<file path="src/hw/rtl/fsd_pkg.sv">
`timescale 1ns / 1ps
// ============================================================================
// fsd_pkg: shared types, constants and arithmetic helpers
// Fixed-point widths, register indexes and the saturate/weight helpers used
// by the error-diffusion datapath.
// ============================================================================
package fsd_pkg;

	localparam int MAX_WIDTH    = 1024;
	localparam int MAX_HEIGHT   = 1024;
	localparam int FRAC_BITS    = 8;
	localparam int ERR_BITS     = 10 + FRAC_BITS;
	localparam int ACC_W        = ERR_BITS + 2;
	localparam int PROD_W       = ERR_BITS + 4;
	localparam int PIX_W        = 8;
	localparam int CFG_W        = 11;
	localparam int CFG_IDX_W    = 1;
	localparam int COL_W        = $clog2(MAX_WIDTH);
	localparam int ROW_W        = $clog2(MAX_HEIGHT);
	localparam int FILL_W       = COL_W + 1;
	localparam int BANK_AW      = COL_W - 1;
	localparam int WIDTH_RESET  = 512;
	localparam int HEIGHT_RESET = 512;

	localparam int ERR_MAX      = (1 << (ERR_BITS - 1)) - 1;
	localparam int THRESH       = 255 << (FRAC_BITS - 1);
	localparam int FULL_SCALE   = 255 << FRAC_BITS;
	localparam int WEIGHT_SHIFT = 4;

	localparam logic [CFG_IDX_W-1:0] REG_IMAGE_WIDTH  = CFG_IDX_W'(0);
	localparam logic [CFG_IDX_W-1:0] REG_IMAGE_HEIGHT = CFG_IDX_W'(1);

	localparam logic [3:0] W_RIGHT       = 4'd7;
	localparam logic [3:0] W_BELOW_LEFT  = 4'd3;
	localparam logic [3:0] W_BELOW       = 4'd5;
	localparam logic [3:0] W_BELOW_RIGHT = 4'd1;

	localparam logic [PIX_W-1:0] PIX_MAX = '1;

	typedef logic signed [ERR_BITS-1:0] err_t;
	typedef logic signed [ACC_W-1:0]    acc_t;
	typedef logic signed [PROD_W-1:0]   prod_t;
	typedef logic [COL_W-1:0]           col_t;
	typedef logic [PIX_W-1:0]           pix_t;

	typedef struct packed {
		col_t col;
		logic last_col;
		logic last_row;
	} pos_t;

	typedef struct packed {
		pix_t pix;
		pos_t pos;
	} item_t;

	typedef struct packed {
		logic a_en;
		col_t a_addr;
		err_t a_data;
		logic b_en;
		col_t b_addr;
		err_t b_data;
	} wr_t;

	typedef struct packed {
		pix_t pixel;
		logic last;
	} res_t;

	function automatic err_t sat(acc_t v);
		err_t r;
		if (v > acc_t'(ERR_MAX)) begin
			r = err_t'(ERR_MAX);
		end else if (v < acc_t'(-ERR_MAX)) begin
			r = err_t'(-ERR_MAX);
		end else begin
			r = err_t'(v);
		end
		return r;
	endfunction

	// floor(e * k / 16)
	function automatic err_t share(err_t e, logic [3:0] k);
		prod_t p;
		p = prod_t'(e) * prod_t'(k);
		return err_t'(p >>> WEIGHT_SHIFT);
	endfunction

endpackage

</file>
<file path="src/hw/rtl/fsd_pos.sv">
`timescale 1ns / 1ps
// ============================================================================
// fsd_pos: image size registers and raster position counters
// Clamps the size registers and the counters, flags row and frame ends.
// ============================================================================
module fsd_pos (
	input  logic                           clk,
	input  logic                           arst_n,
	input  logic                           cfg_we,
	input  logic [fsd_pkg::CFG_IDX_W-1:0]  cfg_idx,
	input  logic [fsd_pkg::CFG_W-1:0]      cfg_data,
	input  logic                           advance,
	output fsd_pkg::pos_t                  pos
);

	logic [fsd_pkg::CFG_W-1:0] width_q;
	logic [fsd_pkg::CFG_W-1:0] height_q;
	fsd_pkg::col_t             col_q;
	logic [fsd_pkg::ROW_W-1:0] row_q;
	fsd_pkg::col_t             col_lim;
	logic [fsd_pkg::ROW_W-1:0] row_lim;
	fsd_pkg::col_t             col;
	logic [fsd_pkg::ROW_W-1:0] row;

	always_ff @(posedge clk or negedge arst_n) begin
		if (!arst_n) begin
			width_q  <= fsd_pkg::CFG_W'(fsd_pkg::WIDTH_RESET);
			height_q <= fsd_pkg::CFG_W'(fsd_pkg::HEIGHT_RESET);
		end else if (cfg_we) begin
			unique case (cfg_idx)
				fsd_pkg::REG_IMAGE_WIDTH:  width_q  <= cfg_data;
				fsd_pkg::REG_IMAGE_HEIGHT: height_q <= cfg_data;
				default: ;
			endcase
		end
	end

	// last valid column and row after clamping the size to 1..max
	always_comb begin
		if (width_q == '0) begin
			col_lim = '0;
		end else if (width_q > fsd_pkg::CFG_W'(fsd_pkg::MAX_WIDTH)) begin
			col_lim = fsd_pkg::COL_W'(fsd_pkg::MAX_WIDTH - 1);
		end else begin
			col_lim = fsd_pkg::COL_W'(width_q - 1'b1);
		end
		if (height_q == '0) begin
			row_lim = '0;
		end else if (height_q > fsd_pkg::CFG_W'(fsd_pkg::MAX_HEIGHT)) begin
			row_lim = fsd_pkg::ROW_W'(fsd_pkg::MAX_HEIGHT - 1);
		end else begin
			row_lim = fsd_pkg::ROW_W'(height_q - 1'b1);
		end
		col          = (col_q > col_lim) ? col_lim : col_q;
		row          = (row_q > row_lim) ? row_lim : row_q;
		pos.col      = col;
		pos.last_col = (col == col_lim);
		pos.last_row = (row == row_lim);
	end

	always_ff @(posedge clk or negedge arst_n) begin
		if (!arst_n) begin
			col_q <= '0;
			row_q <= '0;
		end else if (advance) begin
			if (pos.last_col) begin
				col_q <= '0;
				row_q <= pos.last_row ? '0 : row + 1'b1;
			end else begin
				col_q <= col + 1'b1;
				row_q <= row;
			end
		end
	end

endmodule

</file>
<file path="config.mk">
export PLATFORM = sky130hd
export DESIGN_NAME = fsd_pos
export DESIGN_NICKNAME = d
export VERILOG_FILES = /design/src/hw/rtl/fsd_pkg.sv /design/src/hw/rtl/fsd_pos.sv
export SDC_FILE = /design/constraint.sdc
export NUM_CORES = 1
export LEC_CHECK = 0
export ABC_AREA = 1
export ABC_CLOCK_PERIOD_IN_PS = 8390
export BUFFER_PORTS_ARGS = -buffer_cell sky130_fd_sc_hd__buf_4
export CORE_MARGIN = 2
export CORE_UTILIZATION = 30
export CTS_BUF_LIST = sky130_fd_sc_hd__clkbuf_8
export CTS_CLUSTER_DIAMETER = 150
export DETAILED_ROUTE_END_ITERATION = 10
export MAX_ROUTING_LAYER = met4
export PLACE_DENSITY = 0.46
export SETUP_SLACK_MARGIN = 0.2
export SYNTH_ARGS = -nofsm -noshare
export SYNTH_HDL_FRONTEND = slang
export SYNTH_SLANG_ARGS = --single-unit
</file>
<file path="constraint.sdc">
create_clock -name clk -period 8.39 [get_ports clk]
set_clock_uncertainty 0.1 [all_clocks]
set_input_delay 0.4195 -clock clk [delete_from_list [all_inputs] [get_ports clk]]
set_output_delay 0.4195 -clock clk [all_outputs]
set_load 0.03 [all_outputs]
</file>
**Yosys cells after proc, flatten, opt, wreduce, memory -nomap -nowiden**

Index checks and enable logic that the tools add are counted.

- Muxes and demuxes: 9
- Reductions and logical operators: 4
- Bitwise gates (word level): 1
- Add/subtract/negate cells: 4
- $lt $le $gt $ge: 4
- Equality and inequality tests: 2

Operator list:

| kind | number |
|---|---|
| two-way mux 10 bit | 9 |
| > comparator 11 bit, second input constant | 2 |
| logical NOT 11 bit | 2 |
| adder 10 x 1 -> 10 bit, second input constant | 2 |
| == test 10 bit | 2 |
| > comparator 10 bit | 2 |
| subtractor 10 x 1 -> 10 bit, second input constant | 2 |
| AND reduction 2 bit | 2 |
| NOT 1 bit | 1 |

- Output and inout port bits: 12
- Register bits after elaboration: 42
- Input port bits: 16

**Depth between registers and ports, before layout**

- Depth after elaboration: 8
- Gate-level depth with buffers: 29
- Gate-level depth less buffers: 28

**Worst setup path before layout**

Ideal clock, no wire load.

- Kind: flip-flop to flip-flop
- Start point: register width_q[0] in the netlist's numbering
- End point: register col_q[8]
- Arrival time: 3955 ps
- Period minus slack after synthesis: 4176 ps
- Setup time: 121 ps
- Cell stages (with the launch flop): 27
- Slack: 4214 ps
- Data required time: 8169 ps
- Cells stage by stage: dfrtp_1 inv_1 ha_1 nand2_2 nor2_4 nand2_2 nand2_2 buf_6 nand3_1 nand2_1 ha_1 nand2_1 nor2_1 nand3_1 nand3_1 nand2_2 buf_6 buf_6 o21ai_0 ha_1 nand2_1 nor2_2 nand4_1 nor2_1 nor2_1 o21ai_1 nand2_1

RTL lines:

| element | RTL line | text |
|---|---|---|
| start, declared | fsd_pos.sv:16 | `logic [fsd_pkg::CFG_W-1:0] width_q;` |
| start signal, assigned | fsd_pos.sv:27 | `width_q <= fsd_pkg::CFG_W'(fsd_pkg::WIDTH_RESET);` |
| start signal, assigned | fsd_pos.sv:31 | `fsd_pkg::REG_IMAGE_WIDTH: width_q <= cfg_data;` |
| end signal, assigned | fsd_pos.sv:70 | `col_q <= col + 1'b1;` |
| end, declared | fsd_pos.sv:18 | `fsd_pkg::col_t col_q;` |

==> results.toml <==
[pwr]
combinationalPowerShare = 0.678
clkPwrFrac = 0.099
p_sw_mw = 0.845
p_leak_nw = 2.34
p_int_mw = 0.661
swShare = 0.561
pwr-share-seq = 0.223
p_per_area_nw_per_um2 = 350
ir_worst_vdd_v = 0.000103

[final_layout]
fin_nets = 671
final_core_util = 0.341
layout_commonest_cell = "nand2_1"
drive_above_1_share = 0.104
most-common-layout-cells = "202 x nand2_1, 90 x inv_1, 69 x nand3_1"
nFillCells = 1463
area_growth_pct = 10.9
antenna_cells = 0

[routing]
drc = 0
drtPass1Iterations = 7
wirelength_mm = 10.3
drt-initial-drc-count = 179
via_count = 3733
wl_per_cell_microns = 12.8
viasPerCell = 4.64
antenna_left = 0

[clocking]
cts_sinks = 42
cts-root-to-sink-buffers = 2
clk_latency_ns = 0.34
path_clk_slew_ns = 0.11
htreeDepth = 2
cts_made_buffers = 5
cts-root-buf = "clkbuf_8"
cts_tree = "yes"

[placement]
place_hpwl_mm = 8.10
port-buffer-count = 27
gp_congestion = 0.852

[logic_synthesis]
async_reset_ff_frac = 1.00
synth_ff_type = "dfrtp_1"
seq_area_frac_synth = 0.271
synthCells = 611
synth-seq-cells = 42
yosysWarningCount = 0
syn_nets = 651
synth_area_per_cell_sq_um = 6.35
syn_area_sq_um = 3880
synth_edf_count = 0
synth.distinct_cells = 36

[worst_setup_path]
arrival_ns = 4.19
critPathBufInv = 4
start_kind = "flip-flop"
cpMaxStageDelayCell = "dfrtp_1"
cp_top_family = "simple AND/OR/NAND/NOR gates"
r2r_cells = 26
crit_required_ns = 7.87
end_kind = "primary output"
cp_max_fo = 33
path_depth = 22
crit_chain = "inv_1 > ha_1 > nand2_2 > nor2_4 > nand2_2 > nand2_2 > nand3_1 > nand2_1 > ha_1 > nand2_1 > nor2_2 > nand3_1 > nand3_1 > nand2_2 > inv_1 > o21ai_1 > nand2_1 > nand2_2 > nor2_4 > nand2_4 > inv_1 > buf_4"
path_common_cell = "nand2_2"
path_class = "flip-flop to primary output"
slowest_delay_ns = 0.41

[floorplan]
core.rowCount = 41
fp.dieH_microns = 118
die_area_sq_um = 13900
io_pins = 28
core_sq_um = 12600
start_util = 0.308
chipWidth_microns = 118

[global_route]
grt_pass1_wl_mm = 17.3
grt.total_usage = 0.160
antenna_found_initial = 0
grt_pass1_vias = 3403
gr-total-overflow = 0
grt_max_degree = 43

[sta]
min_period_ns = 4.71
tightest_slew_ns = 0.895
tns_ns = 0
timing.fmax_mhz = 212
hold_viol_final = 0
setup-violations-final = 0
maxSlewHeadroom = 0.402
slew_violations = 0
rsz0062_at_grt = "false"
period_share = 0.562

[min_path]
min_path_cells = 2
hp-class = "primary input to flip-flop"

[run]
maxCapViolCount = 0

[run_status]
outcome = "finished clean"
## what timing repair did
action	4_1_cts	5_1_grt
hold endpoints to repair	13	0
hold buffers	1	0
gates resized for setup	0	0
buffers inserted	0	0
## through the flow
step                      hold slack (ns)  total power, mW  std cells  cell area (sq um)  worst slack [ns]
after floorplan                    0.0239             1.12        611               3880              4.21
after global placement              0.359             1.35        795               4210              3.96
after detailed placement            0.376             1.36        795               4210              3.89
after CTS                           0.265             1.52        804               4310              3.63
after global routing                0.269             1.68        804               4310              3.22
final                               0.269             1.51        804               4310              3.68
## cell families (layout without fill, tap and decap cells)
group / count (synthesis) / after routing / synth area share
AOI/OAI and AO/OA: 68 / 68 / 0.0960
xor gates and xnor gates: 9 / 9 / 0.0203
adders and majority gates: 24 / 24 / 0.0773
buffers and inverters: 108 / 129 / 0.114
DFF: 42 / 42 / 0.271
and+or+nand+nor: 360 / 360 / 0.421
## power groups by stage
stage	Combinational (mW)	Clock, mW	Sequential [mW]
global placement	1.01	0	0.340
detailed placement	1.02	0	0.338
global route	1.17	0.163	0.346
CTS	1.03	0.155	0.335
finish	1.02	0.149	0.336
floorplan	0.804	0	0.314
## worst register-to-register path: stages (launching register included)
cell and delay (ns):
dfrtp_1 0.41, inv_1 0.11, ha_1 0.28, nand2_2 0.11, nor2_4 0.18, nand2_2 0.07, nand2_2 0.19, nand3_1 0.17
nand2_1 0.15, ha_1 0.26, nand2_1 0.11, inv_1 0.05, a21oi_1 0.15, nand3_1 0.10, nand2_2 0.44, inv_1 0.21
o21ai_1 0.19, nand2_1 0.10, inv_1 0.14, ha_1 0.21, nand2_1 0.08, nor2_2 0.15, nand4_1 0.12, nor2_1 0.12
nor2_1 0.05, o21ai_1 0.09, nand2_1 0.06
## path summary, 6_finish.rpt
| check | end | startpoint | slack [ns] |
|---|---|---|---|
| worst min register to register | height_q[9] | height_q[9] | 0.42 |
| max in group asynchronous | height_q[10] | arst_n | 7.25 |
| min in group asynchronous | row_q[5] | arst_n | 0.52 |
| worst max-delay path | pos[1] | width_q[0] | 3.68 |
| worst min-delay path | col_q[6] | advance | 0.27 |
| worst max register to register | col_q[8] | width_q[0] | 3.90 |
## flip-flops by register name, indices dropped and copies added, names as in the netlist
register	cells
height_q	11
width_q	11
col_q	10
row_q	10
## final cells by class
type,count,area [sq um],area share
multi-input cells,461,2390,0.554
inverters,93,349,0.0811
clock inverters,3,21.3,0.00494
flip-flops and latches,42,1050,0.245
repair buffers,28,213,0.0494
well taps,172,215,0.0500
clock buffers,5,68.8,0.0160
## cell usage after synthesis, drive strengths merged, types with 2 or more instances
cell,n,area share
o21bai,2,0.0039
nand2,211,0.22
nand3,70,0.092
nor2,47,0.056
nor3b,2,0.0052
nand3b,3,0.0058
xor2,7,0.016
dfstp,2,0.014
a21oi,11,0.014
nor3,2,0.0026
o21ai,48,0.064
clkbuf,5,0.0048
buf,10,0.019
ha,24,0.077
nand4,24,0.043
o22ai,4,0.0081
dfrtp,40,0.26
xnor2,2,0.0045
inv,93,0.090
## routing by layer
layer | track usage | wire, microns | vias to the layer above
met5 | - | 0 | -
met1 | 0.227 | 5420 | 1661
met2 | 0.230 | 4270 | 68
met4 | 0.0384 | 111 | 0
li1 | - | - | 1997
met3 | 0.0344 | 458 | 7
Note: power is estimated with default switching activity, not from simulation.
