[src/hw/rtl/fsd_pkg.sv]
`timescale 1ns / 1ps
// ============================================================================
// fsd_pkg: shared types, constants and arithmetic helpers
// Fixed-point widths, register indexes and the saturate/weight helpers used
// by the error-diffusion datapath.
// ============================================================================
package fsd_pkg;

	localparam int MAX_WIDTH    = 1024;
	localparam int MAX_HEIGHT   = 1024;
	localparam int FRAC_BITS    = 8;
	localparam int ERR_BITS     = 10 + FRAC_BITS;
	localparam int ACC_W        = ERR_BITS + 2;
	localparam int PROD_W       = ERR_BITS + 4;
	localparam int PIX_W        = 8;
	localparam int CFG_W        = 11;
	localparam int CFG_IDX_W    = 1;
	localparam int COL_W        = $clog2(MAX_WIDTH);
	localparam int ROW_W        = $clog2(MAX_HEIGHT);
	localparam int FILL_W       = COL_W + 1;
	localparam int BANK_AW      = COL_W - 1;
	localparam int WIDTH_RESET  = 512;
	localparam int HEIGHT_RESET = 512;

	localparam int ERR_MAX      = (1 << (ERR_BITS - 1)) - 1;
	localparam int THRESH       = 255 << (FRAC_BITS - 1);
	localparam int FULL_SCALE   = 255 << FRAC_BITS;
	localparam int WEIGHT_SHIFT = 4;

	localparam logic [CFG_IDX_W-1:0] REG_IMAGE_WIDTH  = CFG_IDX_W'(0);
	localparam logic [CFG_IDX_W-1:0] REG_IMAGE_HEIGHT = CFG_IDX_W'(1);

	localparam logic [3:0] W_RIGHT       = 4'd7;
	localparam logic [3:0] W_BELOW_LEFT  = 4'd3;
	localparam logic [3:0] W_BELOW       = 4'd5;
	localparam logic [3:0] W_BELOW_RIGHT = 4'd1;

	localparam logic [PIX_W-1:0] PIX_MAX = '1;

	typedef logic signed [ERR_BITS-1:0] err_t;
	typedef logic signed [ACC_W-1:0]    acc_t;
	typedef logic signed [PROD_W-1:0]   prod_t;
	typedef logic [COL_W-1:0]           col_t;
	typedef logic [PIX_W-1:0]           pix_t;

	typedef struct packed {
		col_t col;
		logic last_col;
		logic last_row;
	} pos_t;

	typedef struct packed {
		pix_t pix;
		pos_t pos;
	} item_t;

	typedef struct packed {
		logic a_en;
		col_t a_addr;
		err_t a_data;
		logic b_en;
		col_t b_addr;
		err_t b_data;
	} wr_t;

	typedef struct packed {
		pix_t pixel;
		logic last;
	} res_t;

	function automatic err_t sat(acc_t v);
		err_t r;
		if (v > acc_t'(ERR_MAX)) begin
			r = err_t'(ERR_MAX);
		end else if (v < acc_t'(-ERR_MAX)) begin
			r = err_t'(-ERR_MAX);
		end else begin
			r = err_t'(v);
		end
		return r;
	endfunction

	// floor(e * k / 16)
	function automatic err_t share(err_t e, logic [3:0] k);
		prod_t p;
		p = prod_t'(e) * prod_t'(k);
		return err_t'(p >>> WEIGHT_SHIFT);
	endfunction

endpackage

[src/hw/rtl/fsd_diffuse.sv]
`timescale 1ns / 1ps
// ============================================================================
// fsd_diffuse: threshold and error spreading for one pixel
// Adds the carried errors, quantizes, splits the error into the four shares
// and forms the two line-buffer writes.
// ============================================================================
module fsd_diffuse (
	input  logic           clk,
	input  logic           arst_n,
	input  logic           fire,
	input  fsd_pkg::item_t item,
	input  fsd_pkg::err_t  below_err,
	output fsd_pkg::wr_t   wr,
	output fsd_pkg::res_t  res
);

	fsd_pkg::err_t rc_q;
	fsd_pkg::err_t pend_q;
	fsd_pkg::err_t brp_q;

	fsd_pkg::acc_t acc;
	fsd_pkg::err_t val;
	fsd_pkg::err_t err;
	fsd_pkg::err_t s_right;
	fsd_pkg::err_t s_bl;
	fsd_pkg::err_t s_below;
	fsd_pkg::err_t s_br;
	fsd_pkg::err_t new_pend;
	logic          above;
	logic          keep_row;

	always_comb begin
		acc = fsd_pkg::acc_t'({item.pix, {fsd_pkg::FRAC_BITS{1'b0}}})
			+ fsd_pkg::acc_t'(rc_q) + fsd_pkg::acc_t'(below_err);
		val   = fsd_pkg::sat(acc);
		above = (val > fsd_pkg::err_t'(fsd_pkg::THRESH));
		err   = above ? fsd_pkg::sat(fsd_pkg::acc_t'(val) - fsd_pkg::acc_t'(fsd_pkg::FULL_SCALE))
			: val;

		s_right = fsd_pkg::share(err, fsd_pkg::W_RIGHT);
		s_bl    = fsd_pkg::share(err, fsd_pkg::W_BELOW_LEFT);
		s_below = fsd_pkg::share(err, fsd_pkg::W_BELOW);
		s_br    = fsd_pkg::share(err, fsd_pkg::W_BELOW_RIGHT);

		new_pend = fsd_pkg::sat(fsd_pkg::acc_t'(brp_q) + fsd_pkg::acc_t'(s_below));
		keep_row = !item.pos.last_row && !item.pos.last_col;

		// outside the last row the slot to the left gets its final sum; the current
		// slot is zeroed or, at row end, takes its pending below sum directly
		wr.a_en   = !item.pos.last_row && (item.pos.col != '0);
		wr.a_addr = item.pos.col - 1'b1;
		wr.a_data = fsd_pkg::sat(fsd_pkg::acc_t'(pend_q) + fsd_pkg::acc_t'(s_bl));
		wr.b_en   = 1'b1;
		wr.b_addr = item.pos.col;
		wr.b_data = (!item.pos.last_row && item.pos.last_col) ? new_pend : '0;

		res.pixel = above ? fsd_pkg::PIX_MAX : '0;
		res.last  = item.pos.last_col && item.pos.last_row;
	end

	always_ff @(posedge clk or negedge arst_n) begin
		if (!arst_n) begin
			rc_q   <= '0;
			pend_q <= '0;
			brp_q  <= '0;
		end else if (fire) begin
			rc_q   <= item.pos.last_col ? '0 : s_right;
			pend_q <= keep_row ? new_pend : '0;
			brp_q  <= keep_row ? s_br : '0;
		end
	end

endmodule

[config.mk]
export PLATFORM = sky130hd
export DESIGN_NAME = fsd_diffuse
export DESIGN_NICKNAME = d
export VERILOG_FILES = /design/src/hw/rtl/fsd_pkg.sv /design/src/hw/rtl/fsd_diffuse.sv
export SDC_FILE = /design/constraint.sdc
export NUM_CORES = 1
export LEC_CHECK = 0
export CORE_MARGIN = 2
export CORE_UTILIZATION = 57
export DETAILED_ROUTE_END_ITERATION = 16
export DONT_BUFFER_PORTS = 1
export GPL_TIMING_DRIVEN = 0
export PLACE_DENSITY = 0.72
export SYNTH_ARGS = -nofsm -noshare
export SYNTH_HDL_FRONTEND = slang
export SYNTH_SLANG_ARGS = --single-unit
[constraint.sdc]
create_clock -name clk -period 18.3 [get_ports clk]
set_input_delay 0.915 -clock clk [delete_from_list [all_inputs] [get_ports clk]]
set_output_delay 0.915 -clock clk [all_outputs]
set_load 0.02 [all_outputs]
### Word level (Yosys, flattened, before mapping)

Index checks and enable logic that the tools add are counted.

| storage, ports and cells | value |
|---|---|
| register bits | 54 |
| bits in latches | 0 |
| memory bits (writable) | 0 |
| memory bits (read-only) | 0 |
| input bits | 41 |
| output and inout bits | 67 |
| word-level logic and storage cells | 42 |
| memories | 0 |

| operators by class | value |
|---|---|
| $add $sub $neg | 6 |
| multiply operators | 3 |
| div/mod/pow operators | 0 |
| $lt $le $gt $ge | 9 |
| eq/ne operators | 0 |
| shift-type cells | 0 |
| multiplexer cells | 14 |
| bitwise gates (word level) | 0 |
| reduce and logical (&&, ||, !) cells | 7 |

Operators with widths:

| kind | count |
|---|---|
| 18-bit two-way mux | 13 |
| 19-bit by 18-bit greater-than comparator with 1-bit output, second input constant | 3 |
| 19-bit by 18-bit < comparator with 1-bit output, second input constant | 3 |
| 18-bit by 4-bit multiplier with 22-bit output, second input constant | 2 |
| 18-bit by 3-bit multiplier with 21-bit output, second input constant | 1 |
| 19-bit by 18-bit adder with 20-bit output | 1 |
| 20-bit by 18-bit greater-than comparator with 1-bit output, second input constant | 1 |
| 20-bit by 18-bit < comparator with 1-bit output, second input constant | 1 |
| 17-bit by 18-bit adder with 19-bit output | 1 |
| 18-bit by 17-bit adder with 19-bit output | 1 |
| 18-bit by 18-bit adder with 19-bit output | 1 |
| 18-bit by 17-bit subtractor with 19-bit output, second input constant | 1 |
| 18-bit by 16-bit greater-than comparator with 1-bit output, second input constant | 1 |
| 10-bit nonzero test | 1 |
| 10-bit by 1-bit subtractor with 10-bit output, second input constant | 1 |
| 8-bit two-way mux | 1 |
| 1-bit logical AND | 4 |
| 1-bit logical NOT | 2 |

### Logic depth before layout (Yosys ltp)

Gate-level depths: netlist of the first run.

| logic depth | value |
|---|---|
| depth in word-level cells | 16 |
| mapped depth | 52 |
| gate-level depth less buffers | 49 |

### Least setup slack after synthesis of the first run

No wires, ideal clock.

| timing path | value |
|---|---|
| kind | input to output |
| start | in item[12] (netlist name) |
| end | out wr[29] (netlist name) |
| arrival time | 10.485 ns |
| data required time | 17.385 ns |
| path slack | 6.900 ns |
| stages | 45 |
| path buffers | 1 |
| cells stage by stage | inv_1 > fa_1 > inv_1 > ha_1 > buf_6 > a211oi_1 > o21bai_1 > a211o_1 > a211oi_1 > nand2_1 > nor4_1 > a41oi_1 > nor2b_1 > nor2_1 > inv_1 > ha_1 > nand2_1 > nor3_1 > (+9 left out) > a21oi_1 > o21bai_1 > a21oi_1 > o21ai_0 > and2_1 > o31a_1 > or4_1 > o211ai_1 > xnor2_1 > ha_1 > o21ai_0 > a21oi_1 > o21a_1 > nor2_1 > xnor2_1 > or4_1 > a21oi_1 > or3b_2 |

RTL lines:

| element | RTL line | RTL |
|---|---|---|
| from (decl) | fsd_diffuse.sv:11 | `input fsd_pkg::item_t item,` |
| to (decl) | fsd_diffuse.sv:13 | `output fsd_pkg::wr_t wr,` |

==> results of run 1 <==
## worst max path at each step
stage | from | endpoint | slack, ns | cells past startpoint
after floorplan | item[12] | wr[29] | 6.90 | 45
after global placement | item[12] | wr[12] | 4.67 | 48
after detailed placement | item[12] | wr[12] | 4.74 | 48
after CTS | item[12] | wr[12] | 4.65 | 48
after global routing | item[12] | wr[12] | 3.36 | 48
final | item[12] | wr[12] | 4.23 | 48
## worst register-to-register path: cells and delay by family, from the launching register on
kind                     cells  cell delay [ns]
AO/OA/AOI/OAI               24             7.17
adder cells (fa/ha/maj)      6             2.29
XOR/XNOR                     1             0.14
AND/OR/NAND/NOR             11             1.56
flip-flops                   1             0.32
buffers and inverters        6             0.92
## cells in the final DEF, fill, tap and decap left out, types with 6 or more instances in the layout
cell type,n
a211oi_1,12
a21o_1,20
a21oi_1,96
a31oi_1,10
and2_1,9
and3_1,8
buf_4,18
clkbuf_1,30
dfrtp_1,50
fa_1,27
ha_1,150
inv_1,127
nand2_1,70
nand2b_1,10
nand3_1,26
nand4_1,10
nor2_1,101
nor2b_1,13
nor3_1,28
nor4_1,10
o211ai_1,6
o21a_1,17
o21ai_0,50
o21ai_1,11
o21bai_1,22
o221ai_1,12
o2bb2ai_1,31
or2_2,7
or3_1,7
or4_1,6
xnor2_1,63
xor2_1,37
## layer usage
metal | wire length, um | up-vias | share of wire [%] | global-route usage, %
met5 | 0 | - | 0 | 0
met3 | 1600 | 14 | 6.4 | 4.07
met2 | 11200 | 279 | 45 | 44.8
li1 | - | 4360 | - | -
met1 | 11900 | 4125 | 48 | 40.8
met4 | 178 | 0 | 0.72 | 3.84
## registers in the layout, indices dropped and copies added (netlist names)
| signal | cells |
|---|---|
| pend_q | 18 |
| rc_q | 18 |
| brp_q | 14 |
## through the flow
stage | util (%) | instance area [sq um]
after floorplan | - | 9570
after global placement | 59.6 | 9850
after detailed placement | 59.6 | 9850
after CTS | 60.4 | 9980
after global routing | 60.4 | 9980
final | 60.4 | 9980
## logic make-up after synthesis
kind of cell | after synthesis | share of synthesized area [%]
compound gates | 359 | 26.1
xor+xnor | 101 | 9.32
fa+ha+maj | 182 | 25.8
flops | 50 | 13.1
other cells | 1 | 0.0392
simple gates | 324 | 16.7
mux | 7 | 0.902
buf+inv | 183 | 8.08
## area by class of cell
type	instances	area [sq um]
Sequential cell	50	1250
Buffer	53	285
Clock buffer	6	129
Tap cell	220	275
Multi-Input combinational cell	974	7550
Fill cell	1562	6540
Clock inverter	1	7.51
Inverter	130	488
==> impl_metrics.yaml, run 1 <==
clock_tree:
  post-cts-setup-buffers: 0
  cts_buffer_depth: 2
  insertion_delay_ns: 0.31
  clk_pin_slew_ns: 0.07
  htreeDepth: 2
  clockRootBuffer: "clkbuf_16"
  cts_resized: 0
  cts_hold_buffers: 0
  clkSinkCount: 50
  cts-buffers-inserted: 5
  cts_tree: "yes"
worst_setup_path:
  r2r_slack_ns: 5.83
  required_ns: 17.39
  arrival_ns: 13.15
  reg2reg_depth: 48
  crit_buf_inv: 6
  cp_slowest_cell: "a211oi_1"
  critPathKind: "in -> out"
  regToRegStartpoint: "rc_q[8]$_DFFE_PN0P_"
  cp-end-kind: "primary output"
  worst-path-max-fanout: 10
  cp_top_family: "compound AO/OA/AOI/OAI gates"
  crit_path_start_kind: "input pin"
  max_stage_delay_ns: 0.85
  worstReg2RegEnd: "pend_q[12]$_DFFE_PN0P_"
  crit_path_frequent_cell: "a21oi_1"
placement:
  place_ws_ns: 4.74
  port_buffers: 0
  placed_cells: 1427
  dpl.hpwl_um: 20600
  place_congestion: 0.927
timing:
  rsz0062_at_grt: "no"
  setup_ws_ns: 4.23
  relSlewSlack_pct: 29.4
  whs_ns: 0.300
  tns_ns: 0
  fin_skew_ns: 0.00763
  finalHoldViolCount: 0
  finalMaxSlewViolations: 0
  fmax_mhz: 71.1
  min_period_ns: 14.07
  finalSetupViolations: 0
  fin_crit_sh_pct: 76.9
  tightest_slew_ns: 1.05
grt:
  grt_max_degree: 51
  antenna_found_initial: 1
  first_global_vias: 7974
  grt_pass1_wl_um: 40100
  grt_overflow: 0
  track_usage_pct: 27.9
yosys:
  yosysTopAreaCell: "ha_1"
  synth_area_sq_mm: 0.00957
  synthTopCellsByCount: "ha_1, inv_1, nor2_1, a21oi_1, nand2_1"
  syn_area_per_cell_sq_um: 7.93
  synth_top_area_share_pct: 19.6
  synthFlopType: "dfrtp_1"
  yosysWarnings: 0
  synth.area.top_cells: "ha_1, dfrtp_1, xnor2_1"
  yosysMostFrequentCell: "ha_1"
  synth_edf_count: 0
  synth_cells: 1207
  syn_nets: 1425
  ys_ff_latch: 50
  synth.distinct_cells: 94
  ys_seq_area_share_pct: 13.1
  synthArstFlopShare_pct: 100
job:
  cap_violations: 0
drt:
  drtAntennaViolNets: 0
  num_vias: 8778
  viasPerCell: 6.12
  first_pass_iters: 7
  drt_iter0_drc: 661
  postRouteWirelength_um: 24900
  drcViolationCount: 0
  wl_per_cell_um: 17.3
hold_path:
  hp-class: "in -> async"
die:
  start_util_pct: 57.9
  rows: 47
  dieArea_sq_mm: 0.0178
  core_sq_mm: 0.0165
  die_w_um: 134
  die_h_um: 134
  io-pin-count: 108
cells_and_area:
  fin_nets: 1432
  diodes: 0
  area_delta_synth_final_pct: 4.30
  drive_gt1_share_pct: 5.68
  finalNonFillerCells: 1434
status:
  outcome: "complete, no violations"
Power of run 1 is left out: the tool's default activity adds up to more than one toggle a clock period on the data nets, which glitch-free logic cannot reach.
==> inputs of run 2 (changes only) <==
--- a/config.mk
+++ b/config.mk
@@ -5,12 +5,13 @@
 export SDC_FILE = /design/constraint.sdc
 export NUM_CORES = 1
 export LEC_CHECK = 0
+export ABC_AREA = 1
 export CORE_MARGIN = 2
 export CORE_UTILIZATION = 57
 export DETAILED_ROUTE_END_ITERATION = 16
 export DONT_BUFFER_PORTS = 1
 export GPL_TIMING_DRIVEN = 0
-export PLACE_DENSITY = 0.72
+export PLACE_DENSITY = 0.75
 export SYNTH_ARGS = -nofsm -noshare
 export SYNTH_HDL_FRONTEND = slang
 export SYNTH_SLANG_ARGS = --single-unit
==> constraint.sdc (replaced) <==
create_clock -name clk -period 12 [get_ports clk]
set_input_delay 0.6 -clock clk [delete_from_list [all_inputs] [get_ports clk]]
set_output_delay 0.6 -clock clk [all_outputs]
set_load 0.02 [all_outputs]
==> impl_metrics.yaml, run 2 <==
status:
  outcome: "complete, no violations"
clock_tree:
  cts-buffers-inserted: 5
  htreeDepth: 2
  clk_pin_slew_ns: 0.08
  clkSinkCount: 50
  cts_tree: "yes"
  insertion_delay_ns: 0.31
  cts_buffer_depth: 2
  clockRootBuffer: "clkbuf_16"
yosys:
  yosysMostFrequentCell: "nand2_1"
  synth_top_area_share_pct: 20.4
  synth_edf_count: 0
  synth.distinct_cells: 48
  ys_ff_latch: 50
  synth.area.top_cells: "ha_1, nand2_1, dfrtp_1"
  synthArstFlopShare_pct: 100
  syn_area_per_cell_sq_um: 6.70
  ys_seq_area_share_pct: 13.6
  yosysTopAreaCell: "ha_1"
  yosysWarnings: 0
  synthFlopType: "dfrtp_1"
  synthTopCellsByCount: "nand2_1, inv_1, ha_1, a21oi_1, nor2_1"
  synth_cells: 1370
  synth_area_sq_mm: 0.00918
  syn_nets: 1588
worst_setup_path:
  startpoint: "rc_q[8]$_DFFE_PN0P_"
  cp.depth: 61
  arrival_ns: 10.36
  cp_slowest_cell: "fa_1"
  crit_path_frequent_cell: "nand2_1"
  reg2reg_depth: 61
  crit_buf_inv: 10
  max_stage_delay_ns: 0.53
  cp_top_family: "simple AND/OR/NAND/NOR gates"
  required_ns: 11.40
  worst-path-max-fanout: 17
  crit_path_start_kind: "flop"
  critPathKind: "reg -> out"
  cp-end-kind: "primary output"
  regToRegStartpoint: "rc_q[8]$_DFFE_PN0P_"
die:
  core_sq_mm: 0.0158
  io-pin-count: 108
  rows: 46
  dieArea_sq_mm: 0.0171
  start_util_pct: 58.0
  die_h_um: 131
  die_w_um: 131
timing:
  fin_skew_ns: 0.00874
  min_period_ns: 10.96
  rsz0062_at_grt: "no"
  finalHoldViolCount: 0
  fin_crit_sh_pct: 91.4
  tns_ns: 0
  finalMaxSlewViolations: 0
  relSlewSlack_pct: 34.8
  tightest_slew_ns: 0.975
  fmax_mhz: 91.2
  finalSetupViolations: 0
drt:
  drt_iter0_drc: 587
  viasPerCell: 5.32
  drtAntennaViolNets: 0
  first_pass_iters: 5
  wl_per_cell_um: 14.0
  postRouteWirelength_um: 22400
  drcViolationCount: 0
  num_vias: 8485
grt:
  grt_pass1_wl_um: 36100
  grt_max_degree: 51
  track_usage_pct: 26.6
  first_global_vias: 7701
  grt_overflow: 0
  antenna_found_initial: 0
cells_and_area:
  drive_gt1_share_pct: 7.25
  fin_nets: 1597
  area_delta_synth_final_pct: 5.10
  largestRegisters: "pend_q x18, rc_q x18, brp_q x14"
  final_cell_mix: "nand2_1, inv_1, ha_1"
  diodes: 0
  seq_area_sq_mm: 0.00125
  mostFrequentLayoutCell: "nand2_1"
  finish.utilization_pct: 61.0
  nFillCells: 1513
  multi_input_area_sq_mm: 0.00678
placement:
  port_buffers: 0
  place_congestion: 0.931
  dpl.hpwl_um: 19000
hold_path:
  hp-class: "in -> async"
job:
  cap_violations: 0
[run 2: cell count changes after synthesis, sizes merged, moves of 13 or more]
cell,delta
nand2,+290
a211oi,-13
nand3,+42
nor2b,-13
a21o,-19
xnor2,-50
o21ai,+24
xor2,+25
o2bb2ai,-31
nor3,-18
clkbuf,-17
inv,+117
[run 2: stage by stage]
step | area (sq um) | instances | hold slack, ns | setup slack (ns)
global route | 9650 | 1596 | 0.158 | 0.0664
finish | 9650 | 1596 | 0.135 | 1.04
global placement | 9450 | 1586 | 0.307 | 0.809
CTS | 9630 | 1595 | 0.148 | 0.625
floorplan | 9180 | 1370 | 0.304 | 2.16
detailed placement | 9450 | 1586 | 0.307 | 0.721
[run 2: worst paths after layout]
check / endpoint / slack, ns
hold / removal: rc_q[15]$_DFFE_PN0P_ / 0.14
max in group asynchronous: rc_q[6]$_DFFE_PN0P_ / 11.61
setup / recovery: wr[13] / 1.04
hold reg to reg: brp_q[7]$_DFFE_PN0P_ / 0.50
setup reg to reg: pend_q[13]$_DFFE_PN0P_ / 2.08
min in group clk: rc_q[8]$_DFFE_PN0P_ / 0.38
[run 2: timing repair]
action	CTS	global route
setup endpoints to repair	0	17
buffers inserted	0	1
endpoints found under the hold margin	50	0
hold buffers	1	0
gates resized for setup	0	9
[run 2: routing by layer]
metal	GRT usage, %	vias up	share of wire, %
met5	0	-	0
met4	7.26	0	2.4
met3	3.79	30	6.2
met2	42.4	222	43
met1	37.7	3846	48
li1	-	4387	-
[run 2: cell type report]
| type | count | share of cell area [%] |
|---|---|---|
| Multi-Input combinational cell | 1035 | 70.2 |
| Sequential cell | 50 | 13.0 |
| Inverter | 249 | 9.74 |
| Tap cell | 216 | 2.80 |
| Buffer | 36 | 2.31 |
| Clock buffer | 5 | 1.30 |
| Timing Repair Buffer | 2 | 0.363 |
| Clock inverter | 3 | 0.298 |
[run 2: logic make-up (layout without fill, tap and decap cells)]
group | Yosys count | count (layout) | share of synthesized area [%]
DFF | 50 | 50 | 13.6
other | 1 | 1 | 0.0408
adders and majority gates | 177 | 177 | 26.3
AOI/OAI and AO/OA | 220 | 220 | 13.3
xor gates and xnor gates | 76 | 76 | 7.54
and+or+nand+nor | 561 | 561 | 26.5
buffers and inverters | 285 | 295 | 12.6
Power of run 2 is left out for the same reason.
==> inputs of run 3 (changes only) <==
--- a/config.mk
+++ b/config.mk
@@ -7,11 +7,10 @@
 export LEC_CHECK = 0
 export ABC_AREA = 1
 export CORE_MARGIN = 2
-export CORE_UTILIZATION = 57
+export CORE_UTILIZATION = 35
 export DETAILED_ROUTE_END_ITERATION = 16
 export DONT_BUFFER_PORTS = 1
 export GPL_TIMING_DRIVEN = 0
-export PLACE_DENSITY = 0.75
 export SYNTH_ARGS = -nofsm -noshare
 export SYNTH_HDL_FRONTEND = slang
 export SYNTH_SLANG_ARGS = --single-unit
==> impl_metrics.yaml, run 3 (synthesis results as in run 2) <==
status:
  outcome: "complete, no violations"
worst_setup_path:
  worst-path-max-fanout: 10
  required_ns: 11.40
  crit_path_start_kind: "flop"
  crit_buf_inv: 7
  cp_slowest_cell: "fa_1"
  max_stage_delay_ns: 0.49
  critPathKind: "reg -> out"
  startpoint: "rc_q[8]$_DFFE_PN0P_"
  cp_top_family: "compound AO/OA/AOI/OAI gates"
  cp-end-kind: "primary output"
  crit_path_frequent_cell: "nand2_1"
  arrival_ns: 10.40
  regToRegStartpoint: "rc_q[8]$_DFFE_PN0P_"
timing:
  finalSetupViolations: 0
  tightest_slew_ns: 1.06
  tns_ns: 0
  fin_skew_ns: 0.00755
  min_period_ns: 11.00
  finalMaxSlewViolations: 0
  finalHoldViolCount: 0
  fmax_mhz: 90.9
  relSlewSlack_pct: 29.2
  fin_crit_sh_pct: 91.7
placement:
  place_congestion: 0.844
  port_buffers: 0
  dpl.hpwl_um: 20400
die:
  dieArea_sq_mm: 0.0275
  io-pin-count: 108
  die_w_um: 166
  rows: 59
  die_h_um: 166
  core_sq_mm: 0.0259
  start_util_pct: 35.4
clock_tree:
  insertion_delay_ns: 0.31
  clk_pin_slew_ns: 0.08
  clkSinkCount: 50
  cts-buffers-inserted: 5
  clockRootBuffer: "clkbuf_16"
  cts_tree: "yes"
  htreeDepth: 2
  cts_buffer_depth: 2
drt:
  num_vias: 8349
  first_pass_iters: 5
  drtAntennaViolNets: 0
  wl_per_cell_um: 14.0
  postRouteWirelength_um: 24000
  drt_iter0_drc: 513
  drcViolationCount: 0
  viasPerCell: 4.87
cells_and_area:
  diodes: 0
  mostFrequentLayoutCell: "nand2_1"
  final_cell_mix: "nand2_1, inv_1, ha_1"
  largestRegisters: "pend_q x18, rc_q x18, brp_q x14"
  drive_gt1_share_pct: 7.39
  fin_nets: 1597
  area_delta_synth_final_pct: 6.80
hold_path:
  hp-class: "in -> async"
grt:
  grt_overflow: 0
  antenna_found_initial: 0
  track_usage_pct: 17.5
  grt_max_degree: 51
  first_global_vias: 7908
  grt_pass1_wl_um: 39600
job:
  cap_violations: 0
==> run 3: cell counts in the layout (fill, tap and decap cells not counted) <==
Identical to the previous run, type by type.
==> run 3: worst register-to-register path, delay by kind of cell, from the launching register on <==
family / cells / cell delay (ns)
AND/OR/NAND/NOR: 28 / 3.31
AO/OA/AOI/OAI: 15 / 2.78
adder cells (fa/ha/maj): 6 / 1.99
buffers and inverters: 9 / 1.04
XOR/XNOR: 2 / 0.39
flip-flops: 1 / 0.32
==> run 3: worst paths after layout <==
kind / end / slack [ns] / cells after the start
min in group clk: rc_q[8]$_DFFE_PN0P_ / 0.38 / 1
max: wr[44] / 1.0 / 61
min: pend_q[6]$_DFFE_PN0P_ / 0.15 / 1
max reg2reg: pend_q[13]$_DFFE_PN0P_ / 2.08 / 60
min reg2reg: pend_q[4]$_DFFE_PN0P_ / 0.50 / 2
max in group asynchronous: rc_q[0]$_DFFE_PN0P_ / 11.61 / 1
==> run 3: layout make-up <==
cell class	instances	area, sq um
timing repair buffer	2	35.0
sequential	50	1250
clock buffer	5	125
multi-input combinational	1035	6780
buffer	36	223
tap	335	419
fill	2760	16100
clock inverter	3	26.3
inverter	249	942
==> run 3: what timing repair did <==
| action | CTS | global route |
|---|---|---|
| gates resized for setup | 0 | 11 |
| hold buffers | 1 | 0 |
| setup endpoints to repair | 0 | 21 |
| buffers inserted | 0 | 1 |
| endpoints found under the hold margin | 50 | 0 |
==> run 3: per-layer routing <==
metal  vias up  track usage (%)  routed length, um  share of wire [%]
met3        27             3.15               1260                5.2
met5         -                0                  0                  0
met4         0             4.65                573                2.4
met2       175             28.8              10700                 45
met1      3752             23.7              11400                 48
li1       4395                -                  -                  -
==> run 3: metrics by stage <==
stage / instances / cell area [sq um] / utilization, % / setup WS (ns) / hold WS [ns]
after floorplan: 1370 / 9180 / - / 2.16 / 0.304
after global placement: 1705 / 9600 / 37.1 / 0.637 / 0.308
after detailed placement: 1705 / 9600 / 37.1 / 0.598 / 0.308
after CTS: 1714 / 9780 / 37.7 / 0.483 / 0.147
after global routing: 1715 / 9810 / 37.8 / -0.0390 / 0.155
final: 1715 / 9810 / 37.8 / 0.998 / 0.151
Power of run 3 is left out for the same reason.
